File: config.mk
export PLATFORM = sky130hd
export DESIGN_NAME = sesst_ctrl
export DESIGN_NICKNAME = d
export VERILOG_FILES = /design/src/rtl/sesst_pkg.sv /design/src/rtl/sesst_ctrl.sv
export SDC_FILE = /design/constraint.sdc
export NUM_CORES = 1
export LEC_CHECK = 0
export ABC_AREA = 1
export BUFFER_PORTS_ARGS = -buffer_cell sky130_fd_sc_hd__buf_2
export CAP_MARGIN = 20
export CORE_ASPECT_RATIO = 0.9
export CORE_MARGIN = 2
export CORE_UTILIZATION = 57
export DETAILED_ROUTE_END_ITERATION = 6
export GPL_ROUTABILITY_DRIVEN = 0
export PLACE_DENSITY_LB_ADDON = 0.12
export SKIP_CTS_REPAIR_TIMING = 1
export SLEW_MARGIN = 20
export SYNTH_ARGS = -nofsm -noshare
export SYNTH_HDL_FRONTEND = slang
export SYNTH_SLANG_ARGS = --single-unit
File: constraint.sdc
create_clock -name clk -period 11.65 [get_ports clk]
set_input_delay 0.5825 -clock clk [delete_from_list [all_inputs] [get_ports clk]]
set_output_delay 0.5825 -clock clk [all_outputs]
set_load 0.01 [all_outputs]
File: src/rtl/sesst_pkg.sv
// Shared types and constants for the session table with an address pool.
// Used by sesst_cell, sesst_ctrl and the top level session_table_with_ip_pool.
package sesst_pkg;

  localparam int UE_W      = 40;
  localparam int SID_W     = 8;
  localparam int STYPE_W   = 8;
  localparam int SDIFF_W   = 24;
  localparam int ADDR_W    = 32;
  localparam int TUNNEL_W  = 32;
  localparam int FUNC_W    = 2;
  localparam int STATUS_W  = 2;
  localparam int SLOT_W    = 6;
  localparam int ACTIVE_W  = 7;
  localparam int CFG_IDX_W = 1;

  localparam logic [FUNC_W-1:0] FUNC_CREATE  = 2'd0;
  localparam logic [FUNC_W-1:0] FUNC_RELEASE = 2'd1;
  localparam logic [FUNC_W-1:0] FUNC_FIND    = 2'd2;

  localparam logic [STATUS_W-1:0] STATUS_OK        = 2'd0;
  localparam logic [STATUS_W-1:0] STATUS_FULL      = 2'd1;
  localparam logic [STATUS_W-1:0] STATUS_NOT_FOUND = 2'd2;

  localparam logic [CFG_IDX_W-1:0] CFG_POOL_FIRST = 1'b0;
  localparam logic [CFG_IDX_W-1:0] CFG_POOL_LAST  = 1'b1;

  localparam logic [ADDR_W-1:0]   POOL_FIRST_RESET = 32'h0A00_0001;
  localparam logic [ADDR_W-1:0]   POOL_LAST_RESET  = 32'h0A00_00FE;
  localparam logic [TUNNEL_W-1:0] TUNNEL_FACTOR    = 32'd1000;

  typedef struct packed {
    logic               valid;
    logic [UE_W-1:0]    ue;
    logic [SID_W-1:0]   session;
    logic [STYPE_W-1:0] slice_type;
    logic [SDIFF_W-1:0] slice_diff;
    logic [ADDR_W-1:0]  address;
    logic [TUNNEL_W-1:0] tunnel;
  } entry_t;

  typedef struct packed {
    logic   shift;
    entry_t tail;
  } ring_ctl_t;

  typedef enum logic [1:0] {
    ST_IDLE,
    ST_CALC,
    ST_SCAN,
    ST_FINISH
  } state_t;

endpackage

File: src/rtl/sesst_ctrl.sv
// Request sequencer: walks the ring head over one full turn, acts on the first
// free or matching slot, keeps the address pool and drives the result register.
// Depends on sesst_pkg.
module sesst_ctrl
  import sesst_pkg::*;
#(
  parameter int TABLE_ENTRIES = 64
) (
  input  logic                   clk,
  input  logic                   rst,
  input  logic                   in_valid,
  output logic                   in_ready,
  input  logic [FUNC_W-1:0]      func,
  input  logic [UE_W-1:0]        ue_id,
  input  logic [SID_W-1:0]       session_id,
  input  logic [STYPE_W-1:0]     slice_type,
  input  logic [SDIFF_W-1:0]     slice_diff,
  output logic                   out_valid,
  input  logic                   out_ready,
  output logic [STATUS_W-1:0]    status,
  output logic [SLOT_W-1:0]      slot_index,
  output logic [ADDR_W-1:0]      ue_address,
  output logic [TUNNEL_W-1:0]    tunnel_id,
  output logic [STYPE_W-1:0]     stored_slice_type,
  output logic [SDIFF_W-1:0]     stored_slice_diff,
  output logic [ACTIVE_W-1:0]    active_count,
  input  logic                   cfg_we,
  input  logic [CFG_IDX_W-1:0]   cfg_index,
  input  logic [ADDR_W-1:0]      cfg_data,
  input  entry_t                 head,
  output ring_ctl_t              ring_ctl
);

  localparam int IDX_W = (TABLE_ENTRIES > 1) ? $clog2(TABLE_ENTRIES) : 1;
  localparam int CNT_W = $clog2(TABLE_ENTRIES + 1);
  localparam logic [IDX_W-1:0] LAST_STEP = IDX_W'(TABLE_ENTRIES - 1);

  state_t state, state_next;

  logic [FUNC_W-1:0]   func_r;
  logic [UE_W-1:0]     ue_r;
  logic [SID_W-1:0]    sid_r;
  logic [STYPE_W-1:0]  stype_r;
  logic [SDIFF_W-1:0]  sdiff_r;
  logic [TUNNEL_W-1:0] tunnel_r;
  logic [TUNNEL_W-1:0] tunnel_prod;
  logic [IDX_W-1:0]    step;
  logic [CNT_W-1:0]    count;
  logic [ADDR_W-1:0]   pool_first;
  logic [ADDR_W-1:0]   pool_last;
  logic [ADDR_W-1:0]   next_address;
  logic [ADDR_W-1:0]   addr_inc;

  logic                hit;
  logic [IDX_W-1:0]    res_slot;
  logic [ADDR_W-1:0]   res_addr;
  logic [TUNNEL_W-1:0] res_tunnel;
  logic [STYPE_W-1:0]  res_stype;
  logic [SDIFF_W-1:0]  res_sdiff;

  logic head_free, head_match, act;
  logic is_create, is_release, is_find;
  logic in_fire, out_load;
  entry_t new_entry;
  logic [IDX_W+SLOT_W-1:0]   slot_ext;
  logic [CNT_W+ACTIVE_W-1:0] count_ext;

  assign is_create  = (func_r == FUNC_CREATE);
  assign is_release = (func_r == FUNC_RELEASE);
  assign is_find    = (func_r == FUNC_FIND);
  assign head_free  = !head.valid;
  assign head_match = head.valid && (head.ue == ue_r) && (head.session == sid_r);
  assign act = (state == ST_SCAN) && !hit &&
               ((is_create && head_free) || ((is_release || is_find) && head_match));
  assign tunnel_prod = ue_r[TUNNEL_W-1:0] * TUNNEL_FACTOR;
  assign addr_inc    = next_address + ADDR_W'(1);
  assign in_fire     = in_valid && in_ready;
  assign out_load    = (state == ST_FINISH) && (!out_valid || out_ready);
  assign slot_ext    = {{SLOT_W{1'b0}}, res_slot};
  assign count_ext   = {{ACTIVE_W{1'b0}}, count};

  always_comb begin
    new_entry            = head;
    new_entry.valid      = 1'b1;
    new_entry.ue         = ue_r;
    new_entry.session    = sid_r;
    new_entry.slice_type = stype_r;
    new_entry.slice_diff = sdiff_r;
    new_entry.address    = next_address;
    new_entry.tunnel     = tunnel_r;
  end

  always_comb begin
    state_next = state;
    case (state)
      ST_IDLE:   if (in_fire) state_next = ST_CALC;
      ST_CALC:   state_next = ST_SCAN;
      ST_SCAN:   if (step == LAST_STEP) state_next = ST_FINISH;
      ST_FINISH: if (out_load) state_next = ST_IDLE;
      default:   state_next = ST_IDLE;
    endcase
  end

  always_comb begin
    in_ready       = (state == ST_IDLE);
    ring_ctl.shift = (state == ST_SCAN);
    ring_ctl.tail  = head;
    if (act && is_create) begin
      ring_ctl.tail = new_entry;
    end else if (act && is_release) begin
      ring_ctl.tail.valid = 1'b0;
    end
  end

  always_ff @(posedge clk) begin
    if (rst) begin
      state <= ST_IDLE;
    end else begin
      state <= state_next;
    end
  end

  always_ff @(posedge clk) begin
    if (in_fire) begin
      func_r  <= func;
      ue_r    <= ue_id;
      sid_r   <= session_id;
      stype_r <= slice_type;
      sdiff_r <= slice_diff;
    end
    if (state == ST_CALC) begin
      tunnel_r   <= tunnel_prod + TUNNEL_W'(sid_r);
      step       <= '0;
      res_slot   <= '0;
      res_addr   <= '0;
      res_tunnel <= '0;
      res_stype  <= '0;
      res_sdiff  <= '0;
    end
    if (state == ST_SCAN) begin
      step <= step + IDX_W'(1);
    end
    if (act) begin
      res_slot <= step;
      if (is_create) begin
        res_addr   <= next_address;
        res_tunnel <= tunnel_r;
        res_stype  <= stype_r;
        res_sdiff  <= sdiff_r;
      end else if (is_find) begin
        res_addr   <= head.address;
        res_tunnel <= head.tunnel;
        res_stype  <= head.slice_type;
        res_sdiff  <= head.slice_diff;
      end
    end
    if (out_load) begin
      if (hit) begin
        status <= STATUS_OK;
      end else if (is_create) begin
        status <= STATUS_FULL;
      end else begin
        status <= STATUS_NOT_FOUND;
      end
      slot_index        <= slot_ext[SLOT_W-1:0];
      ue_address        <= res_addr;
      tunnel_id         <= res_tunnel;
      stored_slice_type <= res_stype;
      stored_slice_diff <= res_sdiff;
      active_count      <= count_ext[ACTIVE_W-1:0];
    end
  end

  always_ff @(posedge clk) begin
    if (rst) begin
      hit          <= 1'b0;
      count        <= '0;
      out_valid    <= 1'b0;
      pool_first   <= POOL_FIRST_RESET;
      pool_last    <= POOL_LAST_RESET;
      next_address <= POOL_FIRST_RESET;
    end else begin
      if (state == ST_CALC) begin
        hit <= 1'b0;
      end
      if (act) begin
        hit <= 1'b1;
        if (is_create) begin
          count <= count + CNT_W'(1);
          if (addr_inc > pool_last) begin
            next_address <= pool_first;
          end else begin
            next_address <= addr_inc;
          end
        end else if (is_release) begin
          count <= count - CNT_W'(1);
        end
      end
      if (out_load) begin
        out_valid <= 1'b1;
      end else if (out_ready) begin
        out_valid <= 1'b0;
      end
      if (cfg_we) begin
        case (cfg_index)
          CFG_POOL_FIRST: begin
            pool_first   <= cfg_data;
            next_address <= cfg_data;
          end
          CFG_POOL_LAST: pool_last <= cfg_data;
          default: ;
        endcase
      end
    end
  end

endmodule

==> reports/results.txt <==
status -> completed
setup violators final -> 0
drt initial violations -> 2826
RSZ-0062 raised after global routing -> false
DRC viols -> 0
DRT antenna net count -> 0
Seq cells post-synth -> 440
layout cells sized above 1 -> 0.181
CTS Sinks -> 440
ys async rst share -> 0
ys flop type -> edfxtp_1
die width -> 228 um
Final Cycle Share -> 0.542
synth warn -> 0
Setup CP Type -> register to primary output
H-tree depth -> 2
WP data required -> 11070 ps
layout filler cell count -> 3550
relative slew slack -> 0.266
sequential share of the synthesized area -> 0.433
Num CTS Buffers -> 46
crit-path max FO -> 60
clock-pin slew on the worst setup and hold paths -> 70 ps
Tightest Pin Transition -> 1100 ps
CTS max path bufs -> 3
Worst-Skew Late Latency -> 600 ps
Total Die Area -> 0.0470 mm^2
grt ovf -> 0
most frequent cells in the layout -> 900 x nand2_1, 523 x buf_2, 363 x inv_1
hold crit path type -> primary input to register
GR Util All Layers -> 0.353
fin crit period -> 6310 ps
Hold Slack -> 149 ps
Crit. End Element -> primary output
TritonCTS clock tree -> built
Critical Path Start Type -> register
Routed WL -> 85.5 mm
most common cell after layout, fill and taps aside -> nand2_1
Port Buffer Count -> 523
first-pass GRT wire length -> 129 mm
final max-slew violation count -> 0
Initial Util -> 0.581
mapped cell area -> 0.0258 mm^2
DR pass1 iterations -> 6
Hold Violations, Final -> 0
Clock Tree Root -> clkbuf_16
vias per cell -> 5.78
initial antenna violation count -> 12
Clock Skews -> 24.1 ps
Die H -> 206 um
nets -> 4058
Wirelength per Cell -> 20.2 um
EDFF count, synth -> 237
total of max-cap violations -> 0
crit path DAT -> 5730 ps
Synth cell types -> 48
core area -> 0.0444 mm^2
estimated wirelength of the detail-placed design -> 63.3 mm
post-place setup slack -> 5870 ps
Area Overhead vs Synth -> 18.4%
vias in the first global route -> 23400
vias -> 24500
setup ws final -> 5340 ps
Ports -> 524
Post-Syn Instances -> 3139
number of core rows -> 73
Mapped Nets -> 3604
largest net degree at the start of global routing -> 102
TNS Setup -> 0 ps
fmax -> 0.158 GHz
syn avg cell area -> 8.22 um^2
==> cells by family after synthesis <==
kind of cell	share of synthesized area
simple gates	0.227
xor+xnor	0.0223
fa+ha+maj	0.124
flops	0.433
compound gates	0.117
buf+inv	0.0768
==> per-stage QoR <==
step	cells	utilization	area, um^2
floorplan	3139	-	25800
global placement	4143	0.649	28800
detailed placement	4143	0.649	28800
CTS	4229	0.686	30500
global route	4239	0.688	30500
finish	4242	0.688	30500
==> flip-flops by register name, indices dropped and copies added (netlist names), 32 cells and up <==
| signal | cells |
|---|---|
| tunnel_id | 32 |
| res_tunnel | 32 |
| ue_address | 32 |
| res_addr | 32 |
| pool_last | 32 |
| ue_r | 40 |
| pool_first | 32 |
| tunnel_r | 32 |
| next_address | 32 |
==> worst paths after layout <==
| check | end | depth (start not counted) | from | slack [ps] |
|---|---|---|---|---|
| setup / recovery | ring_ctl[99] | 11 | func_r[0] | 5340 |
| hold / removal | ue_r[29] | 1 | ue_id[29] | 150 |
| setup reg to reg | tunnel_r[31] | 20 | ue_r[17] | 6310 |
| hold reg to reg | slot_index[2] | 0 | res_slot[2] | 420 |
==> cells in the mapped netlist, types with 3 or more instances <==
cell      number  area [um^2]
fa_1          93         1860
o311ai_1      13          114
inv_1        366         1370
o21ai_0      144          721
a31oi_1        3         18.8
xor2_1        41          359
xnor2_1       21          184
inv_2          5         18.8
o211ai_1      10         75.1
nand4_1       39          244
buf_1         12         45.0
nor4_1         6         37.5
ha_1         107         1340
and2_1         3         18.8
nand3_1      160          801
clkinv_1       3         11.3
o21ai_1        6         30.0
o311ai_0      77          674
nand3b_1      33          248
dfxtp_1      203         4060
buf_2          8         40.0
nor2_1       223          837
buf_4         13         97.6
nor3_1        20          100
or2_2          5         31.3
o221ai_1       6         52.6
nand2_1      901         3380
o21bai_1       5         37.5
edfxtp_1     237         7120
a21oi_1      240         1200
clkbuf_1     105          394
nor2_4         4         45.0
nand2_2        5         31.3
o22ai_1        5         31.3
==> layer usage <==
layer	up-vias	GRT usage	routed length [um]
met5	-	0	46
met4	6	0.198	4600
met3	237	0.0568	7850
met2	1412	0.585	40100
met1	11500	0.446	32900
li1	11300	-	-
==> worst max-delay path, cell delays in order, from the launching register on <==
cell	delay, ps
edfxtp_1	380
inv_1	130
ha_1	280
clkinv_1	790
or2_2	600
nand2_1	240
nand2_4	470
nor2_4	710
buf_16	240
buf_4	620
o21ai_0	270
buf_2	210
==> layout make-up <==
class                   count  area, um^2  area share
clock buffers              57        1240      0.0407
diodes                     11        27.5    0.000901
inverters                 374        1410      0.0462
clock inverters            29         419      0.0137
repair buffers            544        2810      0.0919
flip-flops and latches    440       11200       0.366
multi-input cells        2187       12700       0.416
well taps                 600         751      0.0246
Power is left out: the tool's default activity adds up to more than one toggle a clock period on the data nets, which glitch-free logic cannot reach.
