`config.mk`:
```
export PLATFORM = sky130hd
export DESIGN_NAME = sesst_cell
export DESIGN_NICKNAME = d
export VERILOG_FILES = /design/src/rtl/sesst_pkg.sv /design/src/rtl/sesst_cell.sv
export SDC_FILE = /design/constraint.sdc
export NUM_CORES = 1
export LEC_CHECK = 0
export BUFFER_PORTS_ARGS = -buffer_cell sky130_fd_sc_hd__buf_2
export CORE_AREA = 2 2 113 115
export CTS_BUF_LIST = sky130_fd_sc_hd__clkbuf_16
export DETAILED_ROUTE_END_ITERATION = 10
export DIE_AREA = 0 0 115 117
export PLACE_DENSITY_LB_ADDON = 0.2
export SETUP_SLACK_MARGIN = 0.1
export SLEW_MARGIN = 20
export SYNTH_ARGS = -nofsm -noshare
export SYNTH_HDL_FRONTEND = slang
export SYNTH_SLANG_ARGS = --single-unit
```
`constraint.sdc`:
```
create_clock -name clk -period 8.65 [get_ports clk]
set_input_delay 0.865 -clock clk [delete_from_list [all_inputs] [get_ports clk]]
set_output_delay 0.865 -clock clk [all_outputs]
set_load 0.01 [all_outputs]
```
`src/rtl/sesst_pkg.sv`:
```
// Shared types and constants for the session table with an address pool.
// Used by sesst_cell, sesst_ctrl and the top level session_table_with_ip_pool.
package sesst_pkg;

  localparam int UE_W      = 40;
  localparam int SID_W     = 8;
  localparam int STYPE_W   = 8;
  localparam int SDIFF_W   = 24;
  localparam int ADDR_W    = 32;
  localparam int TUNNEL_W  = 32;
  localparam int FUNC_W    = 2;
  localparam int STATUS_W  = 2;
  localparam int SLOT_W    = 6;
  localparam int ACTIVE_W  = 7;
  localparam int CFG_IDX_W = 1;

  localparam logic [FUNC_W-1:0] FUNC_CREATE  = 2'd0;
  localparam logic [FUNC_W-1:0] FUNC_RELEASE = 2'd1;
  localparam logic [FUNC_W-1:0] FUNC_FIND    = 2'd2;

  localparam logic [STATUS_W-1:0] STATUS_OK        = 2'd0;
  localparam logic [STATUS_W-1:0] STATUS_FULL      = 2'd1;
  localparam logic [STATUS_W-1:0] STATUS_NOT_FOUND = 2'd2;

  localparam logic [CFG_IDX_W-1:0] CFG_POOL_FIRST = 1'b0;
  localparam logic [CFG_IDX_W-1:0] CFG_POOL_LAST  = 1'b1;

  localparam logic [ADDR_W-1:0]   POOL_FIRST_RESET = 32'h0A00_0001;
  localparam logic [ADDR_W-1:0]   POOL_LAST_RESET  = 32'h0A00_00FE;
  localparam logic [TUNNEL_W-1:0] TUNNEL_FACTOR    = 32'd1000;

  typedef struct packed {
    logic               valid;
    logic [UE_W-1:0]    ue;
    logic [SID_W-1:0]   session;
    logic [STYPE_W-1:0] slice_type;
    logic [SDIFF_W-1:0] slice_diff;
    logic [ADDR_W-1:0]  address;
    logic [TUNNEL_W-1:0] tunnel;
  } entry_t;

  typedef struct packed {
    logic   shift;
    entry_t tail;
  } ring_ctl_t;

  typedef enum logic [1:0] {
    ST_IDLE,
    ST_CALC,
    ST_SCAN,
    ST_FINISH
  } state_t;

endpackage

```
`src/rtl/sesst_cell.sv`:
```
// One slot of the rotating session ring: holds an entry and takes its neighbor's
// entry on every shift. Depends on sesst_pkg.
module sesst_cell
  import sesst_pkg::*;
(
  input  logic   clk,
  input  logic   rst,
  input  logic   shift,
  input  entry_t shift_in,
  output entry_t q
);

  always_ff @(posedge clk) begin
    if (rst) begin
      q.valid <= 1'b0;
    end else if (shift) begin
      q <= shift_in;
    end
  end

endmodule

```
==> results of run 1 <==
-- cell usage in the layout (no fill, tap or decap) --
master     count
buf_2        292
edfxtp_1     144
clkbuf_16     17
clkinv_1       4
clkinv_2       4
inv_1          3
bufinv_16      2
buf_4          2
nor2b_4        1
mux2i_1        1
nor2_1         1
dfxtp_1        1
-- report_power, final --
group	switching, mW	internal [mW]	leakage [nW]
clock network	0.249	0.411	0.276
logic	0.0634	0.0528	1.18
registers	0.0102	0.827	1.36
-- layout make-up --
type,count,area (um^2)
fillers,1024,5740
flip-flops and latches,145,4340
repair buffers,294,1480
clock buffers,17,425
well taps,150,188
clock inverters,13,106
multi-input cells,3,27.5
-- worst paths after layout --
kind / to / slack (ns)
max: q[1] / 6.00
min: q[144] / 0.49
max reg2reg: q[144] / 8.08
min reg2reg: q[144] / 0.49
-- cells by family (layout without fill, tap and decap cells) --
family	after synthesis	count (layout)	synth area share, %
simple gates	2	2	0.229
flops	145	145	99.5
buf+inv	0	324	0
mux	1	1	0.229
-- stage by stage --
| step | instance area (um^2) | hold slack [ns] | setup WS, ns |
|---|---|---|---|
| detailed placement | 6040 | 0.480 | 5.56 |
| global placement | 6040 | 0.477 | 5.62 |
| CTS | 6570 | 0.494 | 6.00 |
| finish | 6570 | 0.493 | 6.00 |
| global route | 6570 | 0.505 | 5.83 |
| floorplan | 4360 | 0.528 | 0.730 |
-- worst register-to-register path: cells and delay by family (launching register included) --
kind	cells	cell delay [ns]
multiplexers	1	0.12
AND/OR/NAND/NOR	1	0.05
flip-flops	1	0.31
-- layer usage --
metal,up-vias,global-route usage (%),routed length [um]
met5,-,0,0
met4,0,8.19,166
met3,13,7.05,1180
met2,178,22.5,5000
met1,1197,15.1,3470
li1,1232,-,-
==> impl_metrics.ini, run 1 <==
[run_status]
status = finished, final reports clean

[placement]
io_buffers = 292
gp_congestion = 0.699
placedCellCount = 592
place_hpwl_um = 7300

[power]
p_leak_nw = 2.81
ir_drop_v = 0.000122
finalPower_mw = 1.61
power.density_nw_per_um2 = 246

[floorplan]
die_w_um = 115
pin_count = 293
die-area_um2 = 13500
initial_utilization_pct = 35.4
die_h_um = 117
design.core.area_um2 = 12300
core.rowCount = 41

[yosys]
synthesis.nets = 296
yosys_warnings = 0
synth.most_common_cell = edfxtp_1
async_flop_share_pct = 0
ys_seq_elements = 145
synth-seq-area-share_pct = 99.5
synthCells = 148
synth_top_area_share_pct = 99.1
synth_edf_count = 144
yosys-top-cells-area = edfxtp_1, dfxtp_1, mux2i_1, nor2b_1, nor2_1
ys.flop_type = edfxtp_1
netlist_area_um2 = 4360
netlist_top_cells_count = edfxtp_1, dfxtp_1, mux2i_1, nor2_1, nor2b_1
yosysTopAreaCell = edfxtp_1
syn_avg_cell_area_um2 = 29.5
ys_types = 5

[timing]
drv_slew = 0
fin_crit_ns = 2.65
finalSetupViolations = 0
skew_ns = 0
max_freq_ghz = 0.378
finalSetupTns_ns = 0
hold_viol = 0
grt_setup_unrepaired = no
worst_slew_pin_slew_ns = 1.02
slew_headroom_pct = 32.2
period_share_pct = 30.6

[critical_path]
worst-path-stages = 4
worstPathCellList = buf_2 > nor2b_4 > buf_4 > buf_4
cp_num_buf_inv = 3
reg2reg_from = q[144]
critPathKind = input port to register
worst_path_max_delay_cell = buf_4
cp.arrival_ns = 2.67
end_kind = register
cp.required_ns = 8.68
cp_top_family = buffers and inverters
reg2regPathDepth = 2
cp-startpoint = shift
cp_max_fo = 82
start_kind = input port
timing.critical_path.mode_cell = buf_4
critPathMaxStageDelay_ns = 0.88

[worst_hold_path]
hold_class = register to register
min_path_cells = 2
min_from = q[144]

[clocking]
tritoncts = done
cts_resized = 0
cts_num_sinks = 145
cts_hold_buffers = 0
post-cts-setup-buffers = 0
htreeDepth = 4
root_buffer = clkbuf_16
clk_path_buf_depth = 2
insertion_delay_ns = 0.40
clkSlewWorstSetupHoldPaths_ns = 0.05
numCtsBuffers = 17

[global_routing]
grt_max_degree = 83
grt_pass1_wl_um = 13500
grt-ovfl-total = 0
grt_usage_pct = 14.0
antenna_found_initial = 0
grt_pass1_vias = 2609

[route]
drc = 0
postRouteAntennaNets = 0
via_per_inst = 4.21
drt_wl_total_um = 9820
num_vias = 2620
drt_iter0_drc = 208
wire_per_inst_um = 15.8
drt_first_pass_iters = 4

[final_layout]
max_flop_register = q
diodes = 0
final_core_util_pct = 53.3
drive_gt1_share_pct = 67.4
instances_no_fill = 622
top_regs = q (145)
syn2layout_area_growth_pct = 50.5
largest_register_ffs = 145
fin_nets = 609

[run]
cap_viol_max_count = 0
Note: power is estimated with default switching activity, not from simulation.
==> run 2: changes to the inputs <==
- clock period: 8.65 -> 2.5 ns (I/O delays scaled with it)
==> run 2 against run 1 <==
Compared with the run above: first-iteration DRC count shrank 30%; die area is the same; via count grew 8.1%; sequential power grew to 3.5 times the previous value; largest cell class unchanged; largest power group unchanged; highest routed layer unchanged.
==> impl_metrics.ini, run 2 (synthesis results as in run 1) <==
[clocking]
numCtsBuffers = 17
cts_resized = 0
cts_num_sinks = 145
clk_path_buf_depth = 2
insertion_delay_ns = 0.40
clkSlewWorstSetupHoldPaths_ns = 0.05
post-cts-setup-buffers = 0
htreeDepth = 4
root_buffer = clkbuf_16
tritoncts = done

[global_routing]
grt_max_degree = 62
antenna_found_initial = 0
grt_usage_pct = 14.9
grt_pass1_wl_um = 14300
grt_pass1_vias = 2703
grt-ovfl-total = 0

[timing]
finalSetupTns_ns = 0
slew_headroom_pct = 66.5
fin_crit_ns = 1.21
hold_viol = 0
max_freq_ghz = 0.824
worst_slew_pin_slew_ns = 0.502
period_share_pct = 48.6
grt_setup_unrepaired = no
finalSetupViolations = 0
skew_ns = 0
drv_slew = 0

[route]
drt_wl_total_um = 10600
wire_per_inst_um = 15.9
drt_first_pass_iters = 4
drt_iter0_drc = 146
num_vias = 2832
drc = 0
postRouteAntennaNets = 0
via_per_inst = 4.23

[final_layout]
syn2layout_area_growth_pct = 62.3
instances_no_fill = 670
fin_nets = 657
largest_register_ffs = 145
diodes = 0
final_cell_mix = buf_2, edfxtp_1, dlygate4sd3_1
top_regs = q (145)
max_flop_register = q
mostFrequentLayoutCell = buf_2
drive_gt1_share_pct = 61.5

[critical_path]
worst_path_max_delay_cell = edfxtp_1
reg2regPathDepth = 2
critPathMaxStageDelay_ns = 0.39
critPathKind = register to output pin
cp_top_family = flip-flops
start_kind = register
cp_num_buf_inv = 1
cp.arrival_ns = 0.96
cp.required_ns = 2.25
end_kind = output pin
worst-path-stages = 1
cp_max_fo = 1
reg2reg_slack_ns = 1.90
worstPathCellList = buf_2

[power]
p_leak_nw = 3.03
finalPower_mw = 5.65
ir_drop_v = 0.000617
power.density_nw_per_um2 = 797

[placement]
io_buffers = 292
gp_congestion = 0.736
placedCellCount = 593

[run_status]
status = finished, final reports clean

[floorplan]
initial_utilization_pct = 35.4
die_w_um = 115
design.core.area_um2 = 12300
core.rowCount = 41
die_h_um = 117
die-area_um2 = 13500
pin_count = 293

[run]
cap_viol_max_count = 0

[worst_hold_path]
min_path_cells = 1
hold_class = input port to register
[run 2: stage by stage]
| step | utilization [%] | cell area, um^2 | hold WS (ns) | setup WS [ns] |
|---|---|---|---|---|
| 2_1_floorplan | - | 4370 | 0.322 | -0.344 |
| 3_3_place_gp | 49.4 | 6080 | 0.426 | 0.977 |
| 3_5_place_dp | 49.4 | 6080 | 0.428 | 0.958 |
| 4_1_cts | 57.0 | 7010 | 0.000198 | 1.27 |
| 5_1_grt | 57.5 | 7080 | 0.000574 | 1.26 |
| 6_report | 57.5 | 7080 | 0.0172 | 1.29 |
[run 2: what timing repair did]
action                                  CTS  global route
endpoints found under the hold margin    40             7
hold buffers                             40             7
endpoints found under the setup margin    0             0
[run 2: path summary, 6_finish.rpt]
path,to,from
worst max-delay path,q[27],q[27]
worst min-delay path,q[118],shift_in[118]
worst max register to register,q[144],q[144]
worst min register to register,q[144],q[144]
[run 2: per-layer routing]
layer  vias to the layer above  track usage, %  wire, um
met5                         -               0         0
met4                         0            8.27       232
met3                        16            5.72       848
met2                       136            25.4      5790
met1                      1354            16.1      3760
li1                       1326               -         -
[run 2: layout make-up]
cell class | instances | area [um^2]
clock inverters | 13 | 108
multi-input cells | 3 | 27.5
flip-flops and latches | 145 | 4340
well taps | 150 | 188
clock buffers | 17 | 425
repair buffers | 342 | 1990
fillers | 1022 | 5230
[run 2: power by group]
| part | internal [mW] | total (mW) | leakage (nW) | switching [mW] |
|---|---|---|---|---|
| clock | 1.42 | 2.28 | 0.282 | 0.858 |
| sequential | 2.86 | 2.89 | 1.36 | 0.0359 |
| combinational | 0.239 | 0.474 | 1.39 | 0.236 |
| total | 4.52 | 5.65 | 3.03 | 1.13 |
==> run 3: changes to the inputs <==
- CORE_AREA: 2 2 113 115 -> 2 2 112 114
- DIE_AREA: 0 0 115 117 -> 0 0 114 116
- clock period: 2.5 -> 1.1 ns (I/O delays scaled with it)
==> run 3 against run 2 <==
Compared with the run above: the flow now stops in clock tree synthesis; synthesized cell count is the same; synthesized area is the same.
==> impl_metrics.ini, run 3 <==
[yosys]
yosys_warnings = 0
async_flop_share_pct = 0
ys.flop_type = edfxtp_1
netlist_top_cells_count = edfxtp_1, dfxtp_1, mux2i_1, nor2_1, nor2b_1
synth_top_area_share_pct = 99.1
netlist_area_um2 = 4360
ys_types = 5
ys_seq_elements = 145
synthesis.nets = 296
yosysTopAreaCell = edfxtp_1
syn_avg_cell_area_um2 = 29.5
yosys-top-cells-area = edfxtp_1, dfxtp_1, mux2i_1, nor2b_1, nor2_1
synth_edf_count = 144
synthCells = 148
synth.most_common_cell = edfxtp_1
synth-seq-area-share_pct = 99.5

[placement]
io_buffers = 292
gp_congestion = 0.806
place_ws_ns = 0.0243
place_hpwl_um = 7710
place_area_um2 = 6170

[floorplan]
core.rowCount = 40
die_h_um = 116
die_w_um = 114
pin_count = 293
initial_utilization_pct = 36.6

[run_status]
status = did not finish
haltStage = clock tree synthesis
first-error = [ERROR RSZ-0060] Max buffer count reached.

[clocking]
htreeDepth = 4
clk_path_buf_depth = 2
cts_num_sinks = 145
root_buffer = clkbuf_16
numCtsBuffers = 17
cts_resized = 1
cts_hold_buffers = 126
post-cts-setup-buffers = 0
run 3: logic make-up after synthesis:
| kind of cell | Yosys count | synth area share (%) |
|---|---|---|
| AND/OR/NAND/NOR | 2 | 0.229 |
| multiplexers | 1 | 0.229 |
| flip-flops | 145 | 99.5 |
run 3: metrics by stage:
step	utilization, %	hold WS [ns]	std cells	setup TNS (ns)
after floorplan	-	0.182	148	-231.04
after detailed placement	51.8	0.288	597	0
after global placement	51.8	0.287	597	0
==> run 4: changes to the inputs <==
- CORE_AREA: 2 2 112 114 -> unset
- CORE_UTILIZATION: unset -> 29
- CTS_BUF_LIST: sky130_fd_sc_hd__clkbuf_16 -> unset
- DIE_AREA: 0 0 114 116 -> unset
- PLACE_DENSITY_LB_ADDON: 0.2 -> 0.15
- SETUP_SLACK_MARGIN: 0.1 -> unset
- clock period: 1.1 -> 1.4 ns (I/O delays scaled with it)
==> run 4 against run 3 <==
Compared with the run above: the flow again stops in clock tree synthesis; synthesized area unchanged; synthesized cell count stayed put.
==> impl_metrics.ini, run 4 <==
[yosys]
ys_seq_elements = 145
synthCells = 148
netlist_top_cells_count = edfxtp_1, dfxtp_1, mux2i_1, nor2_1, nor2b_1
synthesis.nets = 296
ys_types = 5
synth.most_common_cell = edfxtp_1
syn_avg_cell_area_um2 = 29.5
ys.flop_type = edfxtp_1
netlist_area_um2 = 4360
synth_top_area_share_pct = 99.1
async_flop_share_pct = 0
yosys_warnings = 0
synth_edf_count = 144
yosys-top-cells-area = edfxtp_1, dfxtp_1, mux2i_1, nor2b_1, nor2_1
synth-seq-area-share_pct = 99.5
yosysTopAreaCell = edfxtp_1

[clocking]
cts_resized = 0
cts_num_sinks = 145
numCtsBuffers = 17
root_buffer = clkbuf_16
post-cts-setup-buffers = 0
cts_hold_buffers = 133
htreeDepth = 4
clk_path_buf_depth = 2

[placement]
gp_congestion = 0.731
place_ws_ns = 0.246
place_hpwl_um = 8130
placedCellCount = 631
io_buffers = 292

[floorplan]
die_h_um = 125
die_w_um = 125
core.rowCount = 44
pin_count = 293
initial_utilization_pct = 29.9

[run_status]
status = did not finish
first-error = [ERROR RSZ-0060] Max buffer count reached.
haltStage = clock tree synthesis
==> run 4: logic make-up after synthesis <==
kind of cell / synth area share, %
DFF: 99.5
and+or+nand+nor: 0.229
muxes: 0.229
==> run 4: through the flow <==
stage	instance area (um^2)	hold WS, ns
detailed placement	6170	0.318
floorplan	4370	0.212
global placement	6170	0.316
